[config.mk]
export PLATFORM = sky130hd
export DESIGN_NAME = motor_position_p_controller
export DESIGN_NICKNAME = d
export VERILOG_FILES = /design/src/design/mppc_pkg.sv /design/src/design/mppc_fifo.sv /design/src/design/mppc_front.sv /design/src/design/mppc_back.sv /design/src/design/motor_position_p_controller.sv
export VERILOG_INCLUDE_DIRS = /design/src /design/src/design
export SDC_FILE = /design/constraint.sdc
export NUM_CORES = 1
export LEC_CHECK = 0
export BUFFER_PORTS_ARGS = -buffer_cell sky130_fd_sc_hd__buf_2
export CORE_MARGIN = 4
export CORE_UTILIZATION = 30
export CTS_CLUSTER_SIZE = 28
export DETAILED_ROUTE_END_ITERATION = 7
export PLACE_DENSITY = 0.5
export SLEW_MARGIN = 5
export SYNTH_ARGS = -nofsm -noshare
export SYNTH_HDL_FRONTEND = slang
export SYNTH_SLANG_ARGS = --single-unit
[constraint.sdc]
create_clock -name clock -period 7.3 [get_ports clock]
set_input_delay 1.46 -clock clock [delete_from_list [all_inputs] [get_ports clock]]
set_output_delay 1.46 -clock clock [all_outputs]
set_load 0.01 [all_outputs]
[src/design/assert_macros.svh]
// Assertion macros shared by the controller RTL.
// Included by the modules that check their own logic; no other dependencies.
`ifndef ASSERT_MACROS_SVH
`define ASSERT_MACROS_SVH
`ifndef SYNTH
// Same-cycle implication.
`define ASSERT_IMPLY(label, clk, rst, ante, cons) \
   label: assert property (@(posedge clk) disable iff (rst) (ante) |-> (cons)) \
      else $error("assertion failed: same-cycle implication");
// Next-cycle implication.
`define ASSERT_NEXT(label, clk, rst, ante, cons) \
   label: assert property (@(posedge clk) disable iff (rst) (ante) |=> (cons)) \
      else $error("assertion failed: next-cycle implication");
`else
`define ASSERT_IMPLY(label, clk, rst, ante, cons)
`define ASSERT_NEXT(label, clk, rst, ante, cons)
`endif
`endif

[src/design/mppc_pkg.sv]
// Types and constants of the motor position P controller.
// Used by the front, the back and the top of the block; depends on nothing.
`default_nettype none
package mppc_pkg;

   localparam int CSR_ADDR_W = 2;
   localparam int CSR_DATA_W = 32;
   localparam int GAIN_W     = 10;
   localparam logic [GAIN_W-1:0] GAIN_RESET = 10'd50;
   localparam logic [CSR_ADDR_W-1:0] CSR_GAIN_ADDR = 2'd0;

   localparam logic CMD_BYTE = 1'b0;
   localparam logic CMD_TICK = 1'b1;

   localparam logic KIND_DRIVE     = 1'b0;
   localparam logic KIND_TELEMETRY = 1'b1;

   localparam int MAG_HIGH_INDEX = 2;
   localparam int MAG_LOW_INDEX  = 3;
   localparam logic [7:0]  SIGN_NEGATIVE = 8'd1;
   localparam logic [7:0]  START_BYTE    = 8'hFF;
   localparam logic [15:0] DUTY_MAX      = 16'hFFFF;
   // One above the largest duty; any magnitude above it saturates anyway.
   localparam logic [16:0] MAG_CAP       = 17'h10000;

   typedef struct packed {
      logic        command;
      logic [7:0]  rx_byte;
      logic [15:0] count_a;
      logic [15:0] count_b;
   } mppc_req_type;

   typedef struct packed {
      logic        kind;
      logic [15:0] duty;
      logic        direction;
      logic        direction_changed;
      logic [7:0]  tx_byte;
      logic        last;
   } mppc_rsp_type;

   // Work handed from the front to the back; the error travels beside it.
   typedef struct packed {
      logic        is_tick;
      logic        drive;
      logic [15:0] diff;
   } mppc_job_type;

   localparam int JOB_W = $bits(mppc_job_type);

endpackage
`default_nettype wire

[src/design/mppc_fifo.sv]
// Small register queue between the front and the back of the controller.
// Depends on assert_macros.svh only.
`default_nettype none
`include "assert_macros.svh"
module mppc_fifo #(
   parameter int WIDTH = 18,
   parameter int DEPTH = 2
) (
   input  wire logic             clock,
   input  wire logic             reset,
   input  wire logic             push,
   input  wire logic [WIDTH-1:0] push_data,
   output logic                  full,
   input  wire logic             pop,
   output logic [WIDTH-1:0]      pop_data,
   output logic                  empty
);

   localparam int PtrW   = (DEPTH > 1) ? $clog2(DEPTH) : 1;
   localparam int CountW = $clog2(DEPTH + 1);

   logic [WIDTH-1:0]  entry_ff [DEPTH];
   logic [PtrW-1:0]   wr_ptr_ff, wr_ptr_in;
   logic [PtrW-1:0]   rd_ptr_ff, rd_ptr_in;
   logic [CountW-1:0] count_ff, count_in;
   logic              do_push, do_pop;

   assign full     = (count_ff == CountW'(DEPTH));
   assign empty    = (count_ff == '0);
   assign do_push  = push && !full;
   assign do_pop   = pop && !empty;
   assign pop_data = entry_ff[rd_ptr_ff];

   always_comb begin
      wr_ptr_in = wr_ptr_ff;
      rd_ptr_in = rd_ptr_ff;
      count_in  = count_ff;
      if (do_push) begin
         wr_ptr_in = (wr_ptr_ff == PtrW'(DEPTH - 1)) ? '0 : wr_ptr_ff + 1'b1;
      end
      if (do_pop) begin
         rd_ptr_in = (rd_ptr_ff == PtrW'(DEPTH - 1)) ? '0 : rd_ptr_ff + 1'b1;
      end
      if (do_push && !do_pop) begin
         count_in = count_ff + 1'b1;
      end else if (do_pop && !do_push) begin
         count_in = count_ff - 1'b1;
      end
   end

   always_ff @(posedge clock) begin
      if (reset) begin
         wr_ptr_ff <= '0;
         rd_ptr_ff <= '0;
         count_ff  <= '0;
      end else begin
         wr_ptr_ff <= wr_ptr_in;
         rd_ptr_ff <= rd_ptr_in;
         count_ff  <= count_in;
      end
   end

   always_ff @(posedge clock) begin
      if (do_push) begin
         entry_ff[wr_ptr_ff] <= push_data;
      end
   end

   `ASSERT_IMPLY(a_count_bound, clock, reset, 1'b1, count_ff <= CountW'(DEPTH))
   `ASSERT_NEXT(a_pop_frees, clock, reset, do_pop && !do_push, !full)

endmodule
`default_nettype wire

[src/design/mppc_front.sv]
// Front of the controller: takes input beats, assembles packets and keeps
// the position error. Depends on mppc_pkg.
`default_nettype none
module mppc_front #(
   parameter int PACKET_LENGTH = 5,
   parameter int ERROR_WIDTH   = 24
) (
   input  wire logic                  clock,
   input  wire logic                  reset,
   input  wire logic                  accept,
   input  wire mppc_pkg::mppc_req_type req,
   output logic                       job_push,
   output mppc_pkg::mppc_job_type     job,
   output logic [ERROR_WIDTH-1:0]     job_error
);

   localparam int CountW = $clog2(PACKET_LENGTH);
   localparam int W      = ERROR_WIDTH;

   logic [CountW-1:0] byte_count_ff, byte_count_in;
   logic [7:0]        mag_high_ff, mag_high_in;
   logic [7:0]        mag_low_ff, mag_low_in;
   logic              loop_active_ff, loop_active_in;
   logic [W-1:0]      error_ff, error_in;

   logic [16:0]  diff;
   logic [W:0]   sum;
   logic [W-1:0] tick_error;
   logic [W-1:0] packet_error;
   logic [15:0]  magnitude;
   logic         packet_done;

   assign magnitude   = {mag_high_ff, mag_low_ff};
   assign packet_done = (byte_count_ff == CountW'(PACKET_LENGTH - 1));
   assign diff        = {1'b0, req.count_a} - {1'b0, req.count_b};

   // Error minus difference, one bit wider, then clamped to the error range.
   assign sum = {error_ff[W-1], error_ff} - {{(W - 16){diff[16]}}, diff};

   always_comb begin
      if (sum[W] != sum[W-1]) begin
         tick_error = sum[W] ? {1'b1, {(W - 1){1'b0}}} : {1'b0, {(W - 1){1'b1}}};
      end else begin
         tick_error = sum[W-1:0];
      end
      if (req.rx_byte == mppc_pkg::SIGN_NEGATIVE) begin
         packet_error = '0 - {{(W - 16){1'b0}}, magnitude};
      end else begin
         packet_error = {{(W - 16){1'b0}}, magnitude};
      end
   end

   always_comb begin
      byte_count_in  = byte_count_ff;
      mag_high_in    = mag_high_ff;
      mag_low_in     = mag_low_ff;
      loop_active_in = loop_active_ff;
      error_in       = error_ff;
      job_push       = 1'b0;
      job.is_tick    = 1'b0;
      job.drive      = 1'b0;
      job.diff       = diff[15:0];
      if (accept) begin
         if (req.command == mppc_pkg::CMD_TICK) begin
            if (loop_active_ff) begin
               error_in = tick_error;
            end
            job_push    = 1'b1;
            job.is_tick = 1'b1;
            job.drive   = loop_active_ff && (tick_error != '0);
         end else if (packet_done) begin
            byte_count_in  = '0;
            loop_active_in = 1'b1;
            error_in       = packet_error;
            job_push       = (magnitude != '0);
            job.drive      = 1'b1;
         end else begin
            if (byte_count_ff == CountW'(mppc_pkg::MAG_HIGH_INDEX)) begin
               mag_high_in = req.rx_byte;
            end
            if (byte_count_ff == CountW'(mppc_pkg::MAG_LOW_INDEX)) begin
               mag_low_in = req.rx_byte;
            end
            byte_count_in = byte_count_ff + 1'b1;
         end
      end
   end

   assign job_error = error_in;

   always_ff @(posedge clock) begin
      if (reset) begin
         byte_count_ff  <= '0;
         mag_high_ff    <= '0;
         mag_low_ff     <= '0;
         loop_active_ff <= 1'b0;
         error_ff       <= '0;
      end else begin
         byte_count_ff  <= byte_count_in;
         mag_high_ff    <= mag_high_in;
         mag_low_ff     <= mag_low_in;
         loop_active_ff <= loop_active_in;
         error_ff       <= error_in;
      end
   end

endmodule
`default_nettype wire

[src/design/mppc_back.sv]
// Back of the controller: turns queued work into telemetry and drive beats
// behind an output register. Depends on mppc_pkg and assert_macros.svh.
`default_nettype none
`include "assert_macros.svh"
module mppc_back #(
   parameter int ERROR_WIDTH = 24
) (
   input  wire logic                         clock,
   input  wire logic                         reset,
   input  wire logic [mppc_pkg::GAIN_W-1:0]  gain,
   input  wire logic                         q_empty,
   input  wire mppc_pkg::mppc_job_type       q_job,
   input  wire logic [ERROR_WIDTH-1:0]       q_error,
   output logic                              q_pop,
   output logic                              rsp_empty,
   input  wire logic                         rsp_pop,
   output mppc_pkg::mppc_rsp_type            rsp_item
);

   localparam int W = ERROR_WIDTH;

   typedef enum logic [2:0] {
      S_IDLE,
      S_CALC,
      S_HIGH,
      S_LOW,
      S_DRIVE
   } state_type;

   state_type              state_ff, state_in;
   mppc_pkg::mppc_job_type job_ff;
   logic [W-1:0]           error_ff;
   logic [15:0]            duty_ff;
   logic                   last_dir_ff, last_dir_in;
   logic                   out_valid_ff, out_valid_in;
   mppc_pkg::mppc_rsp_type out_ff, out_in;

   logic                   slot_free;
   logic                   direction;
   logic                   tel_state;
   logic                   tick_pop;
   logic [W-1:0]           magnitude;
   logic [16:0]            mag_sat;
   logic [26:0]            product;
   mppc_pkg::mppc_rsp_type tel_beat;
   mppc_pkg::mppc_rsp_type drive_beat;

   assign slot_free = !out_valid_ff || rsp_pop;
   assign q_pop     = (state_ff == S_IDLE) && !q_empty && slot_free;
   assign rsp_empty = !out_valid_ff;
   assign rsp_item  = out_ff;
   assign tel_state = (state_ff == S_HIGH) || (state_ff == S_LOW);
   assign tick_pop  = q_pop && q_job.is_tick;

   // Magnitude is capped just above the duty range before the multiply.
   assign direction = !error_ff[W-1];
   assign magnitude = error_ff[W-1] ? ('0 - error_ff) : error_ff;
   assign mag_sat   = (magnitude > W'(mppc_pkg::MAG_CAP)) ? mppc_pkg::MAG_CAP
                                                          : magnitude[16:0];
   assign product   = 27'(mag_sat) * 27'(gain);

   always_comb begin
      tel_beat                   = '0;
      tel_beat.kind              = mppc_pkg::KIND_TELEMETRY;
      drive_beat                 = '0;
      drive_beat.kind            = mppc_pkg::KIND_DRIVE;
      drive_beat.duty            = duty_ff;
      drive_beat.direction       = direction;
      drive_beat.direction_changed = (direction != last_dir_ff);
      drive_beat.last            = 1'b1;
   end

   always_comb begin
      state_in     = state_ff;
      last_dir_in  = last_dir_ff;
      out_valid_in = out_valid_ff && !rsp_pop;
      out_in       = out_ff;
      case (state_ff)
         S_IDLE: begin
            if (q_pop) begin
               if (q_job.is_tick) begin
                  // The start byte needs nothing from the job itself.
                  out_in         = tel_beat;
                  out_in.tx_byte = mppc_pkg::START_BYTE;
                  out_valid_in   = 1'b1;
                  state_in       = S_HIGH;
               end else begin
                  state_in = S_CALC;
               end
            end
         end
         S_CALC: begin
            state_in = S_DRIVE;
         end
         S_HIGH: begin
            if (slot_free) begin
               out_in         = tel_beat;
               out_in.tx_byte = job_ff.diff[15:8];
               out_valid_in   = 1'b1;
               state_in       = S_LOW;
            end
         end
         S_LOW: begin
            if (slot_free) begin
               out_in         = tel_beat;
               out_in.tx_byte = job_ff.diff[7:0];
               out_in.last    = !job_ff.drive;
               out_valid_in   = 1'b1;
               state_in       = job_ff.drive ? S_DRIVE : S_IDLE;
            end
         end
         S_DRIVE: begin
            if (slot_free) begin
               out_in       = drive_beat;
               out_valid_in = 1'b1;
               last_dir_in  = direction;
               state_in     = S_IDLE;
            end
         end
         default: begin
            state_in = S_IDLE;
         end
      endcase
   end

   always_ff @(posedge clock) begin
      if (product > 27'(mppc_pkg::DUTY_MAX)) begin
         duty_ff <= mppc_pkg::DUTY_MAX;
      end else begin
         duty_ff <= product[15:0];
      end
      if (q_pop) begin
         job_ff   <= q_job;
         error_ff <= q_error;
      end
   end

   always_ff @(posedge clock) begin
      if (reset) begin
         state_ff     <= S_IDLE;
         last_dir_ff  <= 1'b0;
         out_valid_ff <= 1'b0;
         out_ff       <= '0;
      end else begin
         state_ff     <= state_in;
         last_dir_ff  <= last_dir_in;
         out_valid_ff <= out_valid_in;
         out_ff       <= out_in;
      end
   end

   `ASSERT_IMPLY(a_drive_needs_job, clock, reset, state_ff == S_DRIVE, job_ff.drive)
   `ASSERT_IMPLY(a_bytes_for_ticks, clock, reset, tel_state, job_ff.is_tick)
   `ASSERT_NEXT(a_start_then_high, clock, reset, tick_pop, state_ff == S_HIGH && out_valid_ff)

endmodule
`default_nettype wire

[src/design/motor_position_p_controller.sv]
// Top level of the motor position P controller: configuration register,
// front, queue and back. Depends on mppc_pkg, mppc_front, mppc_fifo, mppc_back.
//
//   Channel   Direction  Handshake                  Beat
//   req_      in         push / full                command, byte, encoder counts
//   rsp_      out        pop / empty                drive command or telemetry byte
//   csr_      in/out     psel, penable, pready      gain register at address 0
//
// The front takes one input beat a cycle while the queue has room.
// A tick yields up to four result beats, one a cycle from the output register
// while each is popped; a packet with a drive first passes S_CALC, where the
// registered duty multiply in the back settles, and then yields its drive beat.
// Reset is synchronous and clears all control state; the gain returns to 50.
// Either side may stall freely: the queue and the output register decouple them.
`default_nettype none
module motor_position_p_controller #(
   parameter int PACKET_LENGTH = 5,
   parameter int ERROR_WIDTH   = 24,
   parameter int QUEUE_DEPTH   = 2
) (
   input  wire logic                             clock,
   input  wire logic                             reset,
   input  wire logic                             req_push,
   output logic                                  req_full,
   input  wire mppc_pkg::mppc_req_type           req_item,
   output logic                                  rsp_empty,
   input  wire logic                             rsp_pop,
   output mppc_pkg::mppc_rsp_type                rsp_item,
   input  wire logic                             csr_psel,
   input  wire logic                             csr_penable,
   input  wire logic                             csr_pwrite,
   input  wire logic [mppc_pkg::CSR_ADDR_W-1:0]  csr_paddr,
   input  wire logic [mppc_pkg::CSR_DATA_W-1:0]  csr_pwdata,
   output logic [mppc_pkg::CSR_DATA_W-1:0]       csr_prdata,
   output logic                                  csr_pready
);

   localparam int QW = mppc_pkg::JOB_W + ERROR_WIDTH;

   logic [mppc_pkg::GAIN_W-1:0] gain_ff, gain_in;
   logic                        gain_write;
   logic                        accept;
   logic                        job_push;
   mppc_pkg::mppc_job_type      job;
   logic [ERROR_WIDTH-1:0]      job_error;
   logic                        q_full, q_empty, q_pop;
   logic [QW-1:0]               q_data;
   mppc_pkg::mppc_job_type      q_job;
   logic [ERROR_WIDTH-1:0]      q_error;

   assign csr_pready = 1'b1;
   assign gain_write = csr_psel && csr_penable && csr_pwrite && csr_pready
                       && (csr_paddr == mppc_pkg::CSR_GAIN_ADDR);
   assign gain_in    = gain_write ? csr_pwdata[mppc_pkg::GAIN_W-1:0] : gain_ff;
   assign csr_prdata = (csr_paddr == mppc_pkg::CSR_GAIN_ADDR)
                       ? {{(mppc_pkg::CSR_DATA_W - mppc_pkg::GAIN_W){1'b0}}, gain_ff}
                       : '0;

   always_ff @(posedge clock) begin
      if (reset) begin
         gain_ff <= mppc_pkg::GAIN_RESET;
      end else begin
         gain_ff <= gain_in;
      end
   end

   assign req_full = q_full;
   assign accept   = req_push && !q_full;

   mppc_front #(
      .PACKET_LENGTH(PACKET_LENGTH),
      .ERROR_WIDTH  (ERROR_WIDTH)
   ) u_front (
      .clock    (clock),
      .reset    (reset),
      .accept   (accept),
      .req      (req_item),
      .job_push (job_push),
      .job      (job),
      .job_error(job_error)
   );

   mppc_fifo #(
      .WIDTH(QW),
      .DEPTH(QUEUE_DEPTH)
   ) u_queue (
      .clock    (clock),
      .reset    (reset),
      .push     (job_push),
      .push_data({job, job_error}),
      .full     (q_full),
      .pop      (q_pop),
      .pop_data (q_data),
      .empty    (q_empty)
   );

   assign q_job   = q_data[QW-1:ERROR_WIDTH];
   assign q_error = q_data[ERROR_WIDTH-1:0];

   mppc_back #(
      .ERROR_WIDTH(ERROR_WIDTH)
   ) u_back (
      .clock    (clock),
      .reset    (reset),
      .gain     (gain_ff),
      .q_empty  (q_empty),
      .q_job    (q_job),
      .q_error  (q_error),
      .q_pop    (q_pop),
      .rsp_empty(rsp_empty),
      .rsp_pop  (rsp_pop),
      .rsp_item (rsp_item)
   );

endmodule
`default_nettype wire
==> reports/results.ini <==
[floorplan]
start_util_pct = 30.34
dieHeight_um = 249.6
fp.dieArea_um2 = 62290
rows = 88
io_pins = 145
coreArea_um2 = 57700
die_x_um = 249.6

[clock_tree]
cts_tree = built
htreeDepth = 1
clock-sinks = 233
worst_skew_pair.late_latency_ps = 560
clk_pin_slew_ps = 60
cts_buffers = 29
cts_max_path_buffers = 3
cts_root_buf = clkbuf_16

[route]
drc = 0
drtIter0Drc = 633
routed_via_density = 4.756
wire_per_inst_um = 16.36
vias = 13870
finalWirelength_mm = 47.70
drtPass1Iterations = 5
drtAntennaViolNets = 0

[critical_path]
r2r_slack_ps = -600
crit_top_cell = buf_4
crit_path_top_delay_cell = fa_1
crit_type = reg2reg
end_kind = register
max_stage_delay_ps = 490
crit_family = adder cells
cp.buffers_inverters = 17
critPathArrivalTime_ps = 8330
critPathMaxFanout = 8
start_kind = register
cp.required_ps = 7740

[cells_and_area]
final_cell_mix = 210 x buf_4, 193 x inv_1, 174 x nor2_1
area_delta_synth_final_pct = 26.09
layout.nets = 2440
fill_cells = 5874
drive_above_1_share_pct = 25.81
layout_commonest_cell = buf_4
fin_cells = 2915
design_area_um2 = 22070
antenna_cells = 0
fin_util_pct = 38.26

[yosys]
synthFlopType = edfxtp_1
synth.avg_cell_area_um2 = 9.530
yosysWarnings = 0
synth_enable_flop_cells = 125
synth_cell_types = 77
ys_seq_area_share_pct = 33.79
ys_ff_latch = 233
syn_area_um2 = 17510
synth_cells = 1837
async_flop_share_pct = 0

[timing]
fin_crit_sh_pct = 108.2
tightest_slew_ps = 1241
fin_crit_ps = 7895
setup-tns-final_ps = -8980
hold_viol_final = 0
finClkSkew_ps = 11.48
rsz0062_at_grt = yes
setup_viol = 16
worst_slack_ps = -595.0
slew_violations = 0
max_clock_freq_mhz = 126.7
relSlewSlack_pct = 16.61

[status]
violations = setup timing
status = finished with violations

[global_route]
grt_pass1_vias = 14430
grtUsageTotal_pct = 14.90
overflow = 0
grt_pass1_wl_mm = 76.42
antenna_found_initial = 0
grt_max_degree = 54

[pwr]
p_per_area_nw_per_um2 = 239.6
power.leakage_nw = 9.787
vdd_ir_drop_max_mv = 0.1720
p_total_mw = 5.289

[placed_design]
dp.cells = 2806
dp_hpwl_mm = 36.91
portBuffers = 99
gp_congestion = 0.8615
placed_cell_area_um2 = 20260

[job]
drv_cap = 0

[worst_hold_path]
min_path_type = reg2reg

## cells by family after synthesis
kind of cell | after synthesis | share of synthesized area [%]
and+or+nand+nor | 574 | 15.52
muxes | 76 | 4.653
buffers and inverters | 290 | 6.861
adders and majority gates | 235 | 21.87
xor gates and xnor gates | 95 | 4.753
AOI/OAI and AO/OA | 332 | 12.51
DFF | 233 | 33.79
other | 2 | 0.04290
## where the power goes
part	total [mW]	switching (mW)	internal, mW
Clock	1.42	0.580	0.844
Sequential	1.74	0.118	1.63
Combinational	2.12	1.23	0.887
## state kept, by name (all words and copies together), names as in the netlist, named ones only
signal                  flops
gain_ff                    10
u_front.byte_count_ff       3
u_front.error_ff           24
u_queue.count_ff            2
u_front.mag_low_ff          8
u_back.state_ff             3
u_back.last_dir_ff          1
u_front.mag_high_ff         8
u_back.out_valid_ff         1
u_front.loop_active_ff      1
u_queue.entry_ff           84
u_queue.wr_ptr_ff           1
u_queue.rd_ptr_ff           1
u_back.job_ff              17
u_back.rsp_item            28
u_back.duty_ff             16
u_back.error_ff            24
## worst reg2reg max path: cells and delay by family (launching register included)
family          cells  cell delay, ps
simple gates        6            1040
buf+inv            17            2100
flops               1             420
xor+xnor            1             170
compound gates      6            1460
fa+ha+maj           6            2580
## path summary, 6_finish.rpt
path                                         start                  to  cells past startpoint
worst max register to register  u_back.error_ff[2]   u_back.duty_ff[0]                     36
worst max-delay path            u_back.error_ff[2]   u_back.duty_ff[0]                     36
worst min-delay path            u_back.rsp_item[9]  u_back.rsp_item[9]                      2
worst min register to register  u_back.rsp_item[9]  u_back.rsp_item[9]                      2
## cell usage after synthesis, drive strengths merged, types with 5 or more instances
master	count	share of area, %
inv	202	4.3
nor2	185	4.0
nand2	169	3.6
edfxtp	125	21
fa	120	14
ha	110	7.9
dfxtp	108	12
a21oi	100	2.9
xnor2	57	2.9
o21ai	56	1.6
clkbuf	49	1.1
mux2	43	2.8
buf	39	1.5
xor2	38	1.9
nor3	37	1.1
and2	35	1.3
and3	34	1.2
mux2i	33	1.9
a22oi	31	1.3
nand3	31	0.91
a31oi	22	0.79
nand2b	18	0.64
nor2b	14	0.50
nor4	14	0.71
a21o	11	0.47
o21bai	10	0.43
a211oi	9	0.39
o221ai	9	0.45
o31ai	9	0.41
or3	9	0.32
a21boi	7	0.30
o211ai	7	0.30
o21a	7	0.30
a2111oi	6	0.30
a221oi	6	0.30
a31o	6	0.30
a211o	5	0.25
maj3	5	0.29
or4	5	0.21
## area by class of cell
type	instances	area, um^2	share of cell area [%]
Clock buffer	35	748.2	3.389
Clock inverter	18	201.4	0.9125
Inverter	202	758.2	3.435
Multi-Input combinational cell	1337	11160	50.56
Sequential cell	233	5917	26.80
Tap cell	765	957.2	4.336
Timing Repair Buffer	325	2331	10.56
## per-stage QoR
step | setup slack [ps] | hold slack (ps)
floorplan | -325.3 | 442.5
global placement | -851.2 | 445.5
detailed placement | -889.2 | 458.1
CTS | -514.7 | 470.6
global route | -967.4 | 492.1
finish | -595.0 | 459.5
## layer usage
| metal | vias up | wire [um] | part of all wire [%] | global-route usage, % |
|---|---|---|---|---|
| li1 | 6867 | - | - | - |
| met1 | 6714 | 20450 | 43 | 18.34 |
| met2 | 218 | 24840 | 52 | 27.84 |
| met3 | 66 | 1309 | 2.7 | 1.542 |
| met4 | 0 | 1094 | 2.3 | 3.762 |
| met5 | - | 0 | 0 | 0 |
## what timing repair did
action | CTS | global route
gates resized for setup | 68 | 29
setup endpoints to repair | 16 | 16
pin swaps | 35 | 29
cloned | 3 | 0
hold buffers | 0 | 0
setup buffers | 47 | 7
No activity file was read; power rests on OpenSTA's default activity.
